<file path="config.mk">
export PLATFORM = sky130hd
export DESIGN_NAME = lsb_first_bit_packer_core
export DESIGN_NICKNAME = d
export VERILOG_FILES = /design/src/design/bpk_pkg.sv /design/src/design/bpk_front.sv /design/src/design/bpk_queue.sv /design/src/design/bpk_back.sv /design/src/design/lsb_first_bit_packer_core.sv
export SDC_FILE = /design/constraint.sdc
export NUM_CORES = 1
export LEC_CHECK = 0
export ABC_CLOCK_PERIOD_IN_PS = 6000
export BUFFER_PORTS_ARGS = -buffer_cell sky130_fd_sc_hd__buf_2
export CORE_MARGIN = 4
export CORE_UTILIZATION = 40
export CTS_CLUSTER_DIAMETER = 40
export DETAILED_ROUTE_END_ITERATION = 8
export GPL_ROUTABILITY_DRIVEN = 0
export PLACE_DENSITY = 0.65
export SETUP_SLACK_MARGIN = 0.5
export SYNTH_ARGS = -nofsm -noshare
export SYNTH_HDL_FRONTEND = slang
export SYNTH_HIERARCHICAL = 1
export SYNTH_SLANG_ARGS = --single-unit
</file>
<file path="constraint.sdc">
create_clock -name clock -period 6 [get_ports clock]
set_clock_uncertainty 0.05 [all_clocks]
set_input_delay 0.6 -clock clock [delete_from_list [all_inputs] [get_ports clock]]
set_output_delay 0.6 -clock clock [all_outputs]
set_load 0.01 [all_outputs]
</file>
<file path="src/design/bpk_pkg.sv">
// shared types, constants and a helper function for the lsb-first bit packer
// no dependencies; used by the front end, queue, back end and core of the packer
package bpk_pkg;

   localparam int unsigned WORD_BITS     = 32;
   localparam int unsigned WIDTH_BITS    = 6;
   localparam int unsigned OFFSET_BITS   = 5;
   localparam int unsigned CAP_BITS      = 16;
   localparam int unsigned POINTER_BITS  = 11;
   localparam int unsigned DONE_IDX_BITS = 10;
   localparam logic [CAP_BITS-1:0] CAPACITY_RESET = 16'd32768;

   // classified push waiting in the queue
   typedef struct packed {
      logic [WORD_BITS-1:0]  value;     // already masked to width
      logic [WIDTH_BITS-1:0] width;
      logic                  width_ok;  // width in 1..32
   } item_type;

   typedef struct packed {
      logic                     accepted;
      logic                     word_done;
      logic [DONE_IDX_BITS-1:0] done_index;
      logic [WORD_BITS-1:0]     done_word;
      logic [POINTER_BITS-1:0]  open_index;
      logic [WORD_BITS-1:0]     open_word;
      logic [CAP_BITS-1:0]      bits_used;
   } result_type;

   // low n bits set, all ones for n of 32 or more
   function automatic logic [WORD_BITS-1:0] low_mask(input logic [WIDTH_BITS-1:0] n);
      logic [WORD_BITS-1:0] m;
      if (n >= 6'd32) begin
         m = '1;
      end else begin
         m = ~({WORD_BITS{1'b1}} << n);
      end
      return m;
   endfunction

endpackage

</file>
<file path="src/design/bpk_front.sv">
// front end of the packer: checks the push width and masks the value
// depends on bpk_pkg
module bpk_front (
   input  logic [31:0]        req_push_value,
   input  logic [5:0]         req_push_width,
   output bpk_pkg::item_type  item
);

   logic width_ok;

   assign width_ok = (req_push_width != 6'd0) && (req_push_width <= 6'd32);

   always_comb begin
      item.value    = req_push_value & bpk_pkg::low_mask(req_push_width);
      item.width    = req_push_width;
      item.width_ok = width_ok;
   end

endmodule

</file>
<file path="src/design/bpk_queue.sv">
// two-entry queue between front and back end of the packer
// depends on bpk_pkg
module bpk_queue (
   input  logic              clock,
   input  logic              reset,
   input  logic              push,
   input  bpk_pkg::item_type push_item,
   output logic              full,
   input  logic              pop,
   output logic              not_empty,
   output bpk_pkg::item_type head
);

   bpk_pkg::item_type entry_ff [2];
   logic       wr_ptr_ff, wr_ptr_in;
   logic       rd_ptr_ff, rd_ptr_in;
   logic [1:0] count_ff, count_in;

   assign full      = (count_ff == 2'd2);
   assign not_empty = (count_ff != 2'd0);
   assign head      = entry_ff[rd_ptr_ff];

   always_comb begin
      wr_ptr_in = push ? ~wr_ptr_ff : wr_ptr_ff;
      rd_ptr_in = pop  ? ~rd_ptr_ff : rd_ptr_ff;
      count_in  = count_ff;
      if (push && !pop) begin
         count_in = count_ff + 2'd1;
      end else if (pop && !push) begin
         count_in = count_ff - 2'd1;
      end
   end

   always_ff @(posedge clock) begin
      if (reset) begin
         wr_ptr_ff <= 1'b0;
         rd_ptr_ff <= 1'b0;
         count_ff  <= 2'd0;
      end else begin
         wr_ptr_ff <= wr_ptr_in;
         rd_ptr_ff <= rd_ptr_in;
         count_ff  <= count_in;
      end
   end

   always_ff @(posedge clock) begin
      if (push) begin
         entry_ff[wr_ptr_ff] <= push_item;
      end
   end

endmodule

</file>
<file path="src/design/bpk_back.sv">
// back end of the packer: capacity check, shift-and-or packing, result register
// depends on bpk_pkg
module bpk_back #(
   parameter int unsigned BUFFER_WORDS = 1024
) (
   input  logic                 clock,
   input  logic                 reset,
   input  logic [15:0]          capacity,
   input  logic                 item_valid,
   input  bpk_pkg::item_type    item,
   output logic                 item_pop,
   output logic                 rsp_valid,
   input  logic                 rsp_stall,
   output bpk_pkg::result_type  result
);

   localparam int unsigned LIMIT_BITS = 22;
   localparam logic [LIMIT_BITS-1:0] BUF_BITS = LIMIT_BITS'(BUFFER_WORDS * 32);

   logic [31:0] partial_ff, partial_in;
   logic [4:0]  offset_ff, offset_in;
   logic [10:0] pointer_ff, pointer_in;
   logic [15:0] total_ff, total_in;
   logic        rsp_valid_ff, rsp_valid_in;
   bpk_pkg::result_type result_ff, result_in;

   logic [LIMIT_BITS-1:0] cap_wide, limit;
   logic [16:0] sum;
   logic        fits;
   logic [63:0] acc;
   logic [5:0]  new_off;

   assign item_pop = item_valid && (!rsp_valid_ff || !rsp_stall);

   always_comb begin
      cap_wide = {6'd0, capacity};
      limit    = (BUF_BITS < cap_wide) ? BUF_BITS : cap_wide;
      sum      = {1'b0, total_ff} + {11'd0, item.width};
      fits     = item.width_ok && ({5'd0, sum} <= limit);
      acc      = {32'd0, partial_ff & bpk_pkg::low_mask({1'b0, offset_ff})}
               | ({32'd0, item.value} << offset_ff);
      new_off  = {1'b0, offset_ff} + item.width;

      partial_in = partial_ff;
      offset_in  = offset_ff;
      pointer_in = pointer_ff;
      total_in   = total_ff;

      result_in            = '0;
      if (fits) begin
         result_in.accepted = 1'b1;
         if (new_off[5]) begin
            // word complete, spill bits open the next one
            result_in.word_done  = 1'b1;
            result_in.done_index = pointer_ff[9:0];
            result_in.done_word  = acc[31:0];
            partial_in           = acc[63:32];
            pointer_in           = pointer_ff + 11'd1;
         end else begin
            partial_in = acc[31:0];
         end
         offset_in = new_off[4:0];
         total_in  = sum[15:0];
      end
      result_in.open_index = pointer_in;
      result_in.open_word  = partial_in;
      result_in.bits_used  = total_in;

      rsp_valid_in = rsp_valid_ff;
      if (item_pop) begin
         rsp_valid_in = 1'b1;
      end else if (!rsp_stall) begin
         rsp_valid_in = 1'b0;
      end
   end

   always_ff @(posedge clock) begin
      if (reset) begin
         partial_ff   <= '0;
         offset_ff    <= '0;
         pointer_ff   <= '0;
         total_ff     <= '0;
         rsp_valid_ff <= 1'b0;
      end else begin
         rsp_valid_ff <= rsp_valid_in;
         if (item_pop) begin
            partial_ff <= partial_in;
            offset_ff  <= offset_in;
            pointer_ff <= pointer_in;
            total_ff   <= total_in;
         end
      end
   end

   always_ff @(posedge clock) begin
      if (item_pop) begin
         result_ff <= result_in;
      end
   end

   assign rsp_valid = rsp_valid_ff;
   assign result    = result_ff;

endmodule

</file>
<file path="src/design/lsb_first_bit_packer_core.sv">
// a push taken into the queue is registered there, then packed by the back end into the result register
// throughput: one push per cycle while the result is not stalled; the back end packs one queued push per cycle
// rsp_stall backs up into the two-entry queue, which raises req_stall once full
// reset: synchronous, active high; clears the open word, offset, word index and
// bit total, empties the queue and sets capacity_bits to 32768
module lsb_first_bit_packer_core #(
   parameter int unsigned BUFFER_WORDS = 1024
) (
   input  logic        clock,
   input  logic        reset,

   // push channel
   input  logic        req_valid,
   output logic        req_stall,
   input  logic [31:0] req_push_value,
   input  logic [5:0]  req_push_width,

   // result channel
   output logic        rsp_valid,
   input  logic        rsp_stall,
   output logic        rsp_accepted,
   output logic        rsp_word_done,
   output logic [9:0]  rsp_done_index,
   output logic [31:0] rsp_done_word,
   output logic [10:0] rsp_open_index,
   output logic [31:0] rsp_open_word,
   output logic [15:0] rsp_bits_used,

   // capacity register write channel
   input  logic        csr_valid,
   output logic        csr_ready,
   input  logic [15:0] csr_capacity_bits
);

   bpk_pkg::item_type   front_item;
   bpk_pkg::item_type   queue_head;
   bpk_pkg::result_type result;
   logic                queue_full;
   logic                queue_not_empty;
   logic                queue_push;
   logic                queue_pop;
   logic [15:0]         capacity_ff;

   // capacity register, always writable
   assign csr_ready = 1'b1;

   always_ff @(posedge clock) begin
      if (reset) begin
         capacity_ff <= bpk_pkg::CAPACITY_RESET;
      end else if (csr_valid && csr_ready) begin
         capacity_ff <= csr_capacity_bits;
      end
   end

   // front end: width check and masking of the pushed value
   bpk_front u_front (
      .req_push_value (req_push_value),
      .req_push_width (req_push_width),
      .item           (front_item)
   );

   // stall only depends on queue occupancy
   assign req_stall  = queue_full;
   assign queue_push = req_valid && !queue_full;

   bpk_queue u_queue (
      .clock     (clock),
      .reset     (reset),
      .push      (queue_push),
      .push_item (front_item),
      .full      (queue_full),
      .pop       (queue_pop),
      .not_empty (queue_not_empty),
      .head      (queue_head)
   );

   // back end: packing state and registered result
   bpk_back #(
      .BUFFER_WORDS (BUFFER_WORDS)
   ) u_back (
      .clock      (clock),
      .reset      (reset),
      .capacity   (capacity_ff),
      .item_valid (queue_not_empty),
      .item       (queue_head),
      .item_pop   (queue_pop),
      .rsp_valid  (rsp_valid),
      .rsp_stall  (rsp_stall),
      .result     (result)
   );

   // result fields out to ports
   assign rsp_accepted   = result.accepted;
   assign rsp_word_done  = result.word_done;
   assign rsp_done_index = result.done_index;
   assign rsp_done_word  = result.done_word;
   assign rsp_open_index = result.open_index;
   assign rsp_open_word  = result.open_word;
   assign rsp_bits_used  = result.bits_used;

endmodule

</file>
Word-level counts from Yosys, hierarchy flattened. Memories as Yosys holds them, arrays and structs flattened. A register that Yosys moved wholly into a read port is not among the register bits. Cells that the tools add are included.

Flip-flop bits (word level): 188. RAM bits: 78. Logic and storage cells: 72. Memories kept: 1.

Memory list: u_queue.entry_ff (words 2, bits a word 39, read ports 1, clocked after memory_dff 1, write ports 1, RTL line bpk_queue.sv:14) `bpk_pkg::item_type entry_ff [2];`.

Add/sub/neg operators: 5. $lt $le $gt $ge: 4. Equality and inequality tests: 2. Shift-type cells: 3. Mux-type cells: 17. Bitwise operators: 7. Reductions and logical operators: 17.

Operators by type and width (count): $mux 32 (3); $and 32x32->32 (2); $not 32->32 (2); $or 32x64->64 (1); $shl 32x5->64 (1); $mux 44 (1); $mux 43 (1); $mux 16 (2); $shl 32x5->32 const A (1); $shl 32x6->32 const A (1); $le 17x22->1 (1); $mux 11 (2); $add 16x6->17 (1); $lt 16x16->1 const A (1); $add 11x1->11 const B (1); $add 5x6->6 (1); $ge 6x6->1 const B (1); $le 6x6->1 const B (1); $logic_and 1x1->1 (6); $mux 1 (6); $reduce_bool 6->1 (1); $logic_not 1->1 (5); $mux 2 (2); $reduce_and 2->1 (2); other kinds (7) (9).

Logic depth before layout (Yosys ltp). Gate-level depths: netlist of the first run.

Word-level depth: 7. Depth in mapped cells: 23. Mapped depth without buffers: 18.

Cells and area by module. Netlist of the first run, hierarchy kept.

Modules (own cells, without submodules): bpk_back (instances 1, cells an instance 1090, area each 10400.0 sq um); bpk_queue (instances 1, cells an instance 143, area each 3020.4 sq um); lsb_first_bit_packer_core (instances 1, cells an instance 55, area each 599.3 sq um); bpk_front (instances 1, cells an instance 82, area each 510.5 sq um).

Worst setup path after synthesis of the first run. No wires, ideal clock.

Path kind: register -> register. From: register (tool-made name). To: register u_back.result_ff (netlist bit u_back/result[29]) (data pin). Library setup time: 0.254 ns. Arrival time: 4.518 ns. Data required time: 5.696 ns. Path slack: 1.178 ns. Stages on the path, launching flop included: 23. Clock period less this slack: 4.822 ns. Cell sequence: dfxtp_1 buf_2 mux2_2 ha_1 a21oi_1 o21ai_0 o21a_1 o21a_1 nor2_1 clkbuf_1 clkbuf_1 nor2_1 xor2_1 ha_1 and4_1 nand3_1 nor2_1 a31oi_1 a21o_1 buf_2 buf_2 a211oi_1 a21o_1.

RTL lines: end signal: assignment (RTL line bpk_back.sv:97) `result_ff <= result_in;`; end: declaration (RTL line bpk_back.sv:25) `bpk_pkg::result_type result_ff, result_in;`.

==> key figures, run 1 <==
Status
  • Status: finished, final reports clean

Global route
  • First-pass GRT wire length: 60000 µm
  • Vias in the first global route: 10500
  • Overflow after GRT: 0
  • Largest net degree at the start of global routing: 67
  • Total GRT Usage: 19.2%
  • Antenna violations before repair: 0

Route
  • Post-Route WL: 38800 µm
  • Vias/cell: 5.61
  • Wire per inst: 19.6 µm
  • ANT nets after route: 0
  • TritonRoute pass-1 iters: 6
  • DR iter-0 viols: 1189
  • # DRC: 0
  • Via count: 11100

Finish
  • Final #Nets: 1583
  • Antenna cells: 0
  • Commonest non-fill, non-tap cell in the layout: nand2_1
  • Layout cells sized above 1: 25.1%
  • P&R area growth vs syn: 16.6%
  • Final std cells w/o fill: 1983
  • Most frequent cells in the layout: nand2_1 (183), edfxtp_1 (181), buf_2 (163), nor2_1 (140), dfxtp_1 (84)

Logic synthesis
  • Synth cell types: 79
  • Largest family of logic cells by synthesized area: simple AND/OR/NAND/NOR gates
  • Syn_area_per_cell: 10.6 µm²
  • #FFs+latches synth: 267
  • Dominant synthesized flop cell: edfxtp_1
  • Post-Synth Simple-Gate Area: 14.1%
  • Synth top area cells: edfxtp_1 (37%), dfxtp_1 (12%), mux2_2 (5.8%)
  • Post-synth EDFFs: 181
  • Yosys top cell by area: edfxtp_1
  • XOR/XNOR share of the synthesized area: 2.65%
  • Post-synthesis compound-gate area fraction: 13.7%
  • Post-synthesis async set-or-reset flop share: 0%
  • Synthesis Warnings: 6
  • Netlist Area Pre-Place: 14500 µm²
  • Mapped Nets: 1460
  • Post-synthesis sequential area ratio: 49.3%
  • Adder-Cell Fraction of Synth Area: 2.77%
  • Post-synth top area share: 37.4%
  • Mapped Cells: 1370
  • Mux contribution to synthesized area: 13.3%

Clocking
  • Setup bufs post-CTS: 0
  • Clock transition at path regs: 0.06 ns
  • Worst-Skew Late Latency: 0.52 ns
  • Longest Clk Path Bufs: 3
  • CTS tree: built
  • CTS hold repair buffers: 0
  • CTS buffer count: 39
  • CTS Sinks: 267
  • Root Buffer: clkbuf_16
  • H-tree depth: 2

Timing
  • Min Hold Slack: 0.257 ns
  • Max Transition Viols Final: 0
  • Tcrit/Tclk final: 86.3%
  • Worst relative slew slack: 25.4%
  • Worst slew pin tran: 1.12 ns
  • Setup TNS: 0 ns
  • Crit path time final: 5.18 ns
  • RSZ-0062 raised after global routing: true
  • Fmax: 193 MHz
  • Final Hold Viols: 0
  • Count of final setup violators: 0

Setup path
  • Cell mode on critical path: nor2_1
  • CP endpoint kind: register
  • Setup crit start kind: register
  • WS Path Type: reg -> reg
  • Critical-path cell list: buf_4 -> mux2_2 -> ha_1 -> o21a_1 -> o21a_1 -> nor2_2 -> nor2_1 -> xor2_1 -> ha_1 -> o21ai_0 -> nor2_1 -> a2111oi_4 -> o211ai_4 -> a21boi_4 -> buf_4 -> nor2_1 -> a311oi_1
  • CP top delay family: compound AO/OA/AOI/OAI gates
  • Worst-path maximum fanout: 34
  • Worst Path Required: 6.37 ns
  • Max incr delay on CP: 0.67 ns
  • CP Data Arrival Time: 5.55 ns
  • CP max-delay cell: a21boi_4
  • Crit path buffers/inverters: 2

Power
  • Power share of the sequential group: 30.3%
  • Total Power: 9.89 mW
  • Max rail drop VDD: 0.246 mV
  • Int Pwr: 5.86 mW
  • Pwr Density: 584 nW/µm²
  • Sw Ratio: 40.8%
  • Comb pwr share: 46.0%
  • Clock power share: 23.7%
  • Sw Pwr: 4.04 mW
  • Leak: 6.52 nW

Run
  • Max Cap Viol: 0

Hold path
  • Hold Crit Start: csr_capacity_bits[15]
  • Tightest Hold Check Type: in -> reg

Floorplanning
  • Initial core utilization: 40.7%
  • Die W: 199 µm
  • Standard-cell row count: 69
  • IO Count: 165
  • CORE AREA: 35700 µm²
  • Die height: 199 µm
  • Die area: 39400 µm²

Place
  • Port-buffer cells: 163
  • Hpwl dp: 27200 µm
  • Placed insts: 1913
state kept, by name, summed over array words and instances, names as in the netlist, named ones only:
signal and cells:
u_back/rsp_valid 1, u_queue/rd_ptr_ff 1, u_back/offset_ff 5, u_queue/entry_ff 78
capacity_ff 16, u_queue/count_ff 2, u_queue/wr_ptr_ff 1, u_back/partial_ff 32
u_back/total_ff 16, u_back/pointer_ff 11, u_back/result 103
power by group through the flow:
| stage | Sequential, mW | Clock (mW) | Combinational (mW) |
|---|---|---|---|
| floorplan | 3.17 | 0 | 2.93 |
| global placement | 3.04 | 0 | 4.38 |
| detailed placement | 3.04 | 0 | 4.45 |
| CTS | 3.01 | 2.38 | 4.48 |
| global route | 3.05 | 2.47 | 4.95 |
| finish | 3.00 | 2.34 | 4.55 |
layout make-up:
type	instances	area [µm²]
Multi-Input combinational cell	980	6800
Tap cell	461	577
Fill cell	3319	18800
Clock inverter	28	363
Timing Repair Buffer	181	955
Clock buffer	42	997
Sequential cell	267	7160
Inverter	24	98.8
per-layer routing:
layer	wire, µm	share of wire [%]	track usage [%]	vias to the layer above
met5	0	0	0	-
met4	1140	2.9	5.98	0
met3	3110	8.0	3.54	71
met2	17400	45	29.0	468
met1	17200	44	28.1	5307
li1	-	-	-	5285
synthesized netlist by cell type, types with 28 or more instances:
library cell	n
nand2_1	183
mux2i_1	43
mux2_2	75
dfxtp_1	86
mux4_2	29
a21oi_1	74
xnor2_1	28
buf_2	37
nor2_1	141
ha_1	29
o21ai_0	75
clkbuf_1	33
edfxtp_1	181
path summary, 6_finish.rpt:
check	slack, ns	to	cells past startpoint
worst min register to register	0.41	u_back/partial_ff[31]	2
worst max register to register	0.82	u_back/partial_ff[28]	17
worst max-delay path	0.82	u_back/partial_ff[28]	17
worst min-delay path	0.26	capacity_ff[15]	2
what timing repair did:
action	CTS	global route
hold endpoints to repair	0	0
pin swaps	0	0
resized for setup	1	7
endpoints found under the setup margin	37	87
kinds of logic after synthesis:
kind of cell	Yosys count
AOI/OAI and AO/OA	299
other	1
adders and majority gates	31
muxes	147
and+or+nand+nor	458
buffers and inverters	123
DFF	267
xor gates and xnor gates	44
worst register-to-register path, delay by kind of cell (launching register included):
| kind | cells | cell delay [ns] |
|---|---|---|
| flip-flops | 1 | 0.44 |
| buffers and inverters | 2 | 0.83 |
| AO/OA/AOI/OAI | 7 | 1.99 |
| XOR/XNOR | 1 | 0.16 |
| AND/OR/NAND/NOR | 4 | 0.55 |
| adder cells (fa/ha/maj) | 2 | 0.66 |
| multiplexers | 1 | 0.44 |
metrics by stage:
stage	area [µm²]	setup WS (ns)	utilization (%)
after floorplan	14500	1.18	-
after global placement	15600	0.559	43.5
after detailed placement	15600	0.374	43.5
after CTS	16900	0.579	47.4
after global routing	16900	0.478	47.4
final	16900	0.819	47.4
No activity file was read; power rests on OpenSTA's default activity.
==> run 2: changes to the inputs <==
--- a/config.mk
+++ b/config.mk
@@ -7,12 +7,15 @@
 export LEC_CHECK = 0
 export ABC_CLOCK_PERIOD_IN_PS = 6000
 export BUFFER_PORTS_ARGS = -buffer_cell sky130_fd_sc_hd__buf_2
+export CELL_PAD_IN_SITES_DETAIL_PLACEMENT = 0
+export CELL_PAD_IN_SITES_GLOBAL_PLACEMENT = 2
+export CORE_ASPECT_RATIO = 0.9
 export CORE_MARGIN = 4
-export CORE_UTILIZATION = 40
+export CORE_UTILIZATION = 39
 export CTS_CLUSTER_DIAMETER = 40
 export DETAILED_ROUTE_END_ITERATION = 8
 export GPL_ROUTABILITY_DRIVEN = 0
-export PLACE_DENSITY = 0.65
+export PLACE_DENSITY = 0.88
 export SETUP_SLACK_MARGIN = 0.5
 export SYNTH_ARGS = -nofsm -noshare
 export SYNTH_HDL_FRONTEND = slang
==> run 2 against run 1 <==
Compared with the run above: fmax increased by 1.3%; clock power about the same; global-route usage increased by 0.79 points; non-clock buffer count unchanged.
==> key figures, run 2 (synthesized netlist as in run 1, its figures left out) <==
Timing
  • Worst relative slew slack: 22.0% (was 25.4%)
  • Fmax: 196 MHz (was 193 MHz)
  • Final Hold Viols: 0 (unchanged)
  • Max Transition Viols Final: 0 (unchanged)
  • Crit path time final: 5.11 ns (was 5.18 ns)
  • Count of final setup violators: 0 (unchanged)
  • RSZ-0062 raised after global routing: false (was true)
  • Setup ws final: 0.888 ns (was 0.819 ns)
  • Tcrit/Tclk final: 85.2% (was 86.3%)
  • Worst slew pin tran: 1.17 ns (was 1.12 ns)
  • Setup TNS: 0 ns (unchanged)

Global route
  • Overflow after GRT: 0 (unchanged)
  • Antenna violations before repair: 0 (unchanged)
  • Vias in the first global route: 10700 (was 10500)
  • Largest net degree at the start of global routing: 75 (was 67)
  • Total GRT Usage: 20.0% (was 19.2%)
  • First-pass GRT wire length: 63300 µm (was 60000 µm)

Power
  • Total Power: 9.92 mW (was 9.89 mW)
  • Leak: 6.52 nW (about the same)
  • Max rail drop VDD: 0.253 mV (was 0.246 mV)
  • Pwr Density: 585 nW/µm² (was 584 nW/µm²)

Setup path
  • CP top delay family: compound AO/OA/AOI/OAI gates (unchanged)
  • Max incr delay on CP: 0.55 ns (was 0.67 ns)
  • CP Data Arrival Time: 5.52 ns (was 5.55 ns)
  • Worst-path maximum fanout: 26 (was 34)
  • Worst Path Required: 6.40 ns (was 6.37 ns)
  • Critical path depth in cells: 16 (was 17)
  • Cell mode on critical path: ha_1 (was nor2_1)
  • R2r setup slk: 0.89 ns (was 0.82 ns)
  • Worst reg2reg endpoint: u_back/pointer_ff[5] (was u_back/partial_ff[28])
  • WS Path Type: reg -> reg (unchanged)
  • Critical-path cell list: mux2_2 -> ha_1 -> fa_1 -> a211oi_1 -> o21bai_1 -> a21oi_2 -> xnor2_1 -> ha_1 -> a211oi_2 -> nor2_1 -> a2111oi_4 -> o211ai_4 -> a211o_2 -> buf_4 -> or3_1 -> a21oi_1 (was buf_4 -> mux2_2 -> ha_1 -> o21a_1 -> o21a_1 -> nor2_2 -> nor2_1 -> xor2_1 -> ha_1 -> o21ai_0 -> nor2_1 -> a2111oi_4 -> o211ai_4 -> a21boi_4 -> buf_4 -> nor2_1 -> a311oi_1)
  • CP max-delay cell: a211o_2 (was a21boi_4)
  • Crit path buffers/inverters: 1 (was 2)
  • Setup crit start kind: register (unchanged)
  • FF-to-FF path depth: 16 (was 17)
  • CP endpoint kind: register (unchanged)

Floorplanning
  • Die height: 191 µm (was 199 µm)
  • IO Count: 165 (unchanged)
  • Initial core utilization: 39.8% (was 40.7%)
  • Die area: 40400 µm² (was 39400 µm²)
  • CORE AREA: 36500 µm² (was 35700 µm²)
  • Standard-cell row count: 66 (was 69)
  • Die W: 211 µm (was 199 µm)

Finish
  • Final std cells w/o fill: 2004 (was 1983)
  • Commonest non-fill, non-tap cell in the layout: nand2_1 (unchanged)
  • Most frequent cells in the layout: nand2_1 (183), edfxtp_1 (181), buf_2 (163), nor2_1 (141), dfxtp_1 (84) (was nand2_1 (183), edfxtp_1 (181), buf_2 (163), nor2_1 (140), dfxtp_1 (84))
  • Antenna cells: 0 (unchanged)
  • Final #Nets: 1585 (was 1583)
  • Layout cells sized above 1: 25.0% (was 25.1%)
  • Filler cell count: 3457 (was 3319)
  • Number of flip-flops in the largest register: 103 (unchanged)
  • P&R area growth vs syn: 16.7% (was 16.6%)

Hold path
  • Hold Crit Start: csr_capacity_bits[15] (unchanged)
  • Hold depth: 2 (unchanged)
  • Capture endpoint of the worst hold path: capacity_ff[15] (unchanged)
  • Tightest Hold Check Type: in -> reg (unchanged)

Clocking
  • Clock transition at path regs: 0.05 ns (was 0.06 ns)
  • CTS buffer count: 41 (was 39)
  • Longest Clk Path Bufs: 3 (unchanged)
  • CTS tree: built (unchanged)
  • Root Buffer: clkbuf_16 (unchanged)
  • CTS Sinks: 267 (unchanged)
  • H-tree depth: 2 (unchanged)
  • Worst-Skew Late Latency: 0.53 ns (was 0.52 ns)

Run
  • Max Cap Viol: 0 (unchanged)

Place
  • Port-buffer cells: 163 (unchanged)
  • Hpwl dp: 29100 µm (was 27200 µm)
  • Setup WS pre-CTS: 0.580 ns (was 0.374 ns)
  • Placed insts: 1928 (was 1913)

Route
  • DR top layer: met4 (unchanged)
  • Metal2 WL: 17800 µm (was 17400 µm)
  • Met3 wire length: 3310 µm (was 3110 µm)
  • Post-Route WL: 41200 µm (was 38800 µm)
  • ANT nets after route: 0 (unchanged)
  • Vias/cell: 5.60 (was 5.61)
  • Wire per inst: 20.6 µm (was 19.6 µm)
  • Via count: 11200 (was 11100)
  • TritonRoute pass-1 iters: 5 (was 6)
  • DR iter-0 viols: 1208 (was 1189)
  • Post-Route M1 WL: 19200 µm (was 17200 µm)
  • # DRC: 0 (unchanged)

Status
  • Status: finished, final reports clean (unchanged)
[run 2: worst max path at each step]
stage                  start                   end
detailed placement  register     u_back/result[29]
global route        register     u_back/result[29]
global placement    register     u_back/result[29]
finish              register  u_back/pointer_ff[5]
CTS                 register     u_back/result[29]
floorplan           register     u_back/result[29]
[run 2: per-layer routing]
| metal | vias up | global-route usage (%) |
|---|---|---|
| li1 | 5298 | - |
| met1 | 5422 | 29.6 |
| met2 | 432 | 29.4 |
| met3 | 72 | 4.71 |
| met4 | 0 | 5.40 |
| met5 | - | 0 |
[run 2: cell type report]
| type | instances | area (µm²) | share of cell area (%) |
|---|---|---|---|
| tap | 476 | 596 | 3.51 |
| clock inverter | 28 | 250 | 1.48 |
| multi-input combinational | 980 | 6790 | 40.0 |
| timing repair buffer | 181 | 955 | 5.63 |
| sequential | 267 | 7160 | 42.2 |
| inverter | 24 | 98.8 | 0.583 |
| clock buffer | 48 | 1100 | 6.52 |
[run 2: timing repair]
| action | in CTS | in global routing |
|---|---|---|
| setup buffers | 0 | 0 |
| hold buffers | 0 | 0 |
| endpoints found under the setup margin | 0 | 64 |
| resized for setup | 0 | 6 |
| hold endpoints to repair | 0 | 0 |
[run 2: where the power goes]
group | switching [mW] | internal [mW] | total (mW)
combinational | 2.93 | 1.65 | 4.58
clock | 0.910 | 1.40 | 2.31
sequential | 0.281 | 2.75 | 3.03
[run 2: through the flow]
| step | hold WS, ns | instance area, µm² | utilization, % |
|---|---|---|---|
| after detailed placement | 0.397 | 15600 | 42.7 |
| after floorplan | 0.387 | 14500 | - |
| after global placement | 0.392 | 15600 | 42.7 |
| after global routing | 0.224 | 17000 | 46.4 |
| final | 0.239 | 17000 | 46.4 |
| after CTS | 0.210 | 16900 | 46.4 |
==> run 3: changes to the inputs <==
--- a/config.mk
+++ b/config.mk
@@ -10,7 +10,7 @@
 export CELL_PAD_IN_SITES_DETAIL_PLACEMENT = 0
 export CELL_PAD_IN_SITES_GLOBAL_PLACEMENT = 2
 export CORE_ASPECT_RATIO = 0.9
-export CORE_MARGIN = 4
+export CORE_MARGIN = 5
 export CORE_UTILIZATION = 39
 export CTS_CLUSTER_DIAMETER = 40
 export DETAILED_ROUTE_END_ITERATION = 8
@@ -21,3 +21,4 @@
 export SYNTH_HDL_FRONTEND = slang
 export SYNTH_HIERARCHICAL = 1
 export SYNTH_SLANG_ARGS = --single-unit
+export TNS_END_PERCENT = 10
==> run 3 against run 2 <==
Compared with the run above: register-to-register slack worse by 0.07 ns; routed wire length up 1.9%; sequential share of layout area down 0.37 points; worst hold slack better by 0.0063 ns; die area up 2.0%; flip-flop and latch count unchanged; cell area up 0.89%; non-clock buffer count up 1; power up 2.2%; critical path depth up 3; count of clock-buffer cells in the layout up 2; critical path type unchanged; largest power group unchanged; highest routed layer unchanged.
==> key figures, run 3 (synthesized netlist as in run 1, its figures left out) <==
Status
  • Status: finished, final reports clean (unchanged)

Place
  • Port-buffer cells: 163 (unchanged)
  • Hpwl dp: 29200 µm (was 29100 µm)
  • Setup WS pre-CTS: 0.686 ns (was 0.580 ns)

Finish
  • Filler cell count: 3518 (was 3457)
  • Layout cells sized above 1: 25.4% (was 25.0%)
  • Number of flip-flops in the largest register: 103 (unchanged)
  • Most frequent cells in the layout: nand2_1 (183), edfxtp_1 (181), buf_2 (163), nor2_1 (141), dfxtp_1 (83) (was nand2_1 (183), edfxtp_1 (181), buf_2 (163), nor2_1 (141), dfxtp_1 (84))
  • P&R area growth vs syn: 17.7% (was 16.7%)
  • FF/Latch Area: 7160 µm² (about the same)
  • Antenna cells: 0 (unchanged)
  • Multi-input logic area: 6790 µm² (unchanged)
  • Final #Nets: 1589 (was 1585)
  • Commonest non-fill, non-tap cell in the layout: nand2_1 (unchanged)

Timing
  • Crit path time final: 5.18 ns (was 5.11 ns)
  • Setup TNS: 0 ns (unchanged)
  • Setup ws final: 0.817 ns (was 0.888 ns)
  • RSZ-0062 raised after global routing: true (was false)
  • Worst relative slew slack: 22.0% (about the same)
  • Tcrit/Tclk final: 86.4% (was 85.2%)
  • Max Transition Viols Final: 0 (unchanged)
  • Worst slew pin tran: 1.17 ns (about the same)
  • Count of final setup violators: 0 (unchanged)
  • Fmax: 193 MHz (was 196 MHz)
  • Final Hold Viols: 0 (unchanged)

Power
  • Sw Ratio: 41.1% (was 41.6%)
  • Comb pwr share: 45.5% (was 46.2%)
  • Int Pwr: 5.97 mW (was 5.79 mW)
  • Clock power share: 24.8% (was 23.3%)
  • Sw Pwr: 4.17 mW (was 4.12 mW)
  • Pwr Density: 593 nW/µm² (was 585 nW/µm²)
  • Max rail drop VDD: 0.218 mV (was 0.253 mV)
  • Power share of the sequential group: 29.7% (was 30.5%)
  • Leak: 6.59 nW (was 6.52 nW)
  • Total Power: 10.1 mW (was 9.92 mW)

Hold path
  • Hold depth: 2 (unchanged)
  • Capture endpoint of the worst hold path: capacity_ff[15] (unchanged)
  • Hold Crit Start: csr_capacity_bits[15] (unchanged)
  • Tightest Hold Check Type: in -> reg (unchanged)

Clocking
  • CTS buffer count: 43 (was 41)
  • Longest Clk Path Bufs: 3 (unchanged)
  • CTS tree: built (unchanged)
  • H-tree depth: 2 (unchanged)
  • CTS hold repair buffers: 0 (unchanged)
  • CTS Sinks: 267 (unchanged)
  • Clock transition at path regs: 0.06 ns (was 0.05 ns)
  • Root Buffer: clkbuf_16 (unchanged)
  • Worst-Skew Late Latency: 0.54 ns (was 0.53 ns)

Setup path
  • Worst-path maximum fanout: 46 (was 26)
  • Worst Path Required: 6.25 ns (was 6.40 ns)
  • CP Data Arrival Time: 5.43 ns (was 5.52 ns)
  • Setup crit start kind: register (unchanged)
  • R2r setup slk: 0.82 ns (was 0.89 ns)
  • CP endpoint kind: register (unchanged)
  • Worst reg2reg endpoint: u_back/result[29] (was u_back/pointer_ff[5])
  • WS Path Type: reg -> reg (unchanged)
  • FF-to-FF path depth: 19 (was 16)

Floorplanning
  • CORE AREA: 37100 µm² (was 36500 µm²)
  • Initial core utilization: 39.2% (was 39.8%)
  • IO Count: 165 (unchanged)
  • Standard-cell row count: 67 (was 66)
  • Die W: 213 µm (was 211 µm)
  • Die area: 41200 µm² (was 40400 µm²)
  • Die height: 193 µm (was 191 µm)

Global route
  • First-pass GRT wire length: 64300 µm (was 63300 µm)
  • Vias in the first global route: 10900 (was 10700)
  • Total GRT Usage: 19.9% (was 20.0%)
  • Overflow after GRT: 0 (unchanged)
  • Largest net degree at the start of global routing: 77 (was 75)
  • Antenna violations before repair: 0 (unchanged)

Route
  • Post-Route WL: 42000 µm (was 41200 µm)
  • TritonRoute pass-1 iters: 6 (was 5)
  • Vias/cell: 5.53 (was 5.60)
  • ANT nets after route: 0 (unchanged)
  • Via count: 11100 (was 11200)
  • Wire per inst: 20.8 µm (was 20.6 µm)
  • # DRC: 0 (unchanged)
  • DR iter-0 viols: 1077 (was 1208)

Run
  • Max Cap Viol: 0 (unchanged)
==> run 3: changes by cell type in the layout (fill, tap and decap cells not counted), moves of 2 or more <==
cell / previous run / this run
bufinv_16: 1 / 3
clkbuf_16: 43 / 45
clkinv_2: 5 / 2
inv_6: 6 / 10
==> run 3: per-stage QoR <==
stage,hold WS [ns],instance area (µm²),utilization (%),instances
global placement,0.392,15600,42.1,1936
global route,0.243,17100,46.2,2016
detailed placement,0.406,15600,42.1,1936
CTS,0.219,17100,46.1,2015
floorplan,0.387,14500,-,1370
finish,0.245,17100,46.2,2016
==> run 3: area by class of cell <==
type,instances,share of cell area (%)
Inverter,24,0.563
Sequential cell,267,41.9
Multi-Input combinational cell,980,39.7
Clock buffer,50,6.81
Clock inverter,29,1.81
Timing Repair Buffer,182,5.68
Tap cell,483,3.53
Timing Repair inverter,1,0.0439
==> run 3: worst max-delay path by stage <==
stage               startpoint  slack (ns)                   end
finish                register        0.82     u_back/result[29]
global route          register        0.43     u_back/result[37]
CTS                   register        0.65     u_back/result[57]
detailed placement    register        0.69  u_back/pointer_ff[5]
global placement      register        0.79     u_back/result[57]
floorplan             register        1.18     u_back/result[29]
==> run 3: worst max-delay path: stages, from the launching register on <==
cell and delay (ns):
dfxtp_1 0.47, mux2_2 0.43, ha_1 0.30, a21oi_1 0.15, o21ai_0 0.15, o21a_1 0.20
o21a_1 0.16, nor2_1 0.08, buf_4 0.23, nor2_1 0.07, xor2_1 0.16, ha_1 0.31
nand4_1 0.14, nor3_1 0.34, a2111oi_4 0.07, o211ai_4 0.33, a21o_2 0.49, buf_4 0.53
a211oi_1 0.09, a21o_1 0.18
==> run 3: metal layers <==
| layer | vias up | part of all wire, % | GRT usage, % | routed length, µm |
|---|---|---|---|---|
| li1 | 5309 | - | - | - |
| met1 | 5404 | 48 | 30.3 | 20100 |
| met2 | 381 | 43 | 29.5 | 18200 |
| met3 | 49 | 7.1 | 3.82 | 3000 |
| met4 | 0 | 1.8 | 4.55 | 745 |
| met5 | - | 0 | 0 | 0 |
==> run 3: what timing repair did <==
item                                    CTS  global route
endpoints found under the setup margin    0            60
buffers inserted                          0             0
gates resized for setup                   0             4
==> run 3: power by group through the flow <==
stage          clock network, mW  registers [mW]  logic [mW]
2_1_floorplan                  0            3.17        2.93
3_3_place_gp                   0            3.04        4.52
3_5_place_dp                   0            3.05        4.56
4_1_cts                     2.57            3.03        4.58
5_1_grt                     2.65            3.07        5.02
6_report                    2.51            3.01        4.61
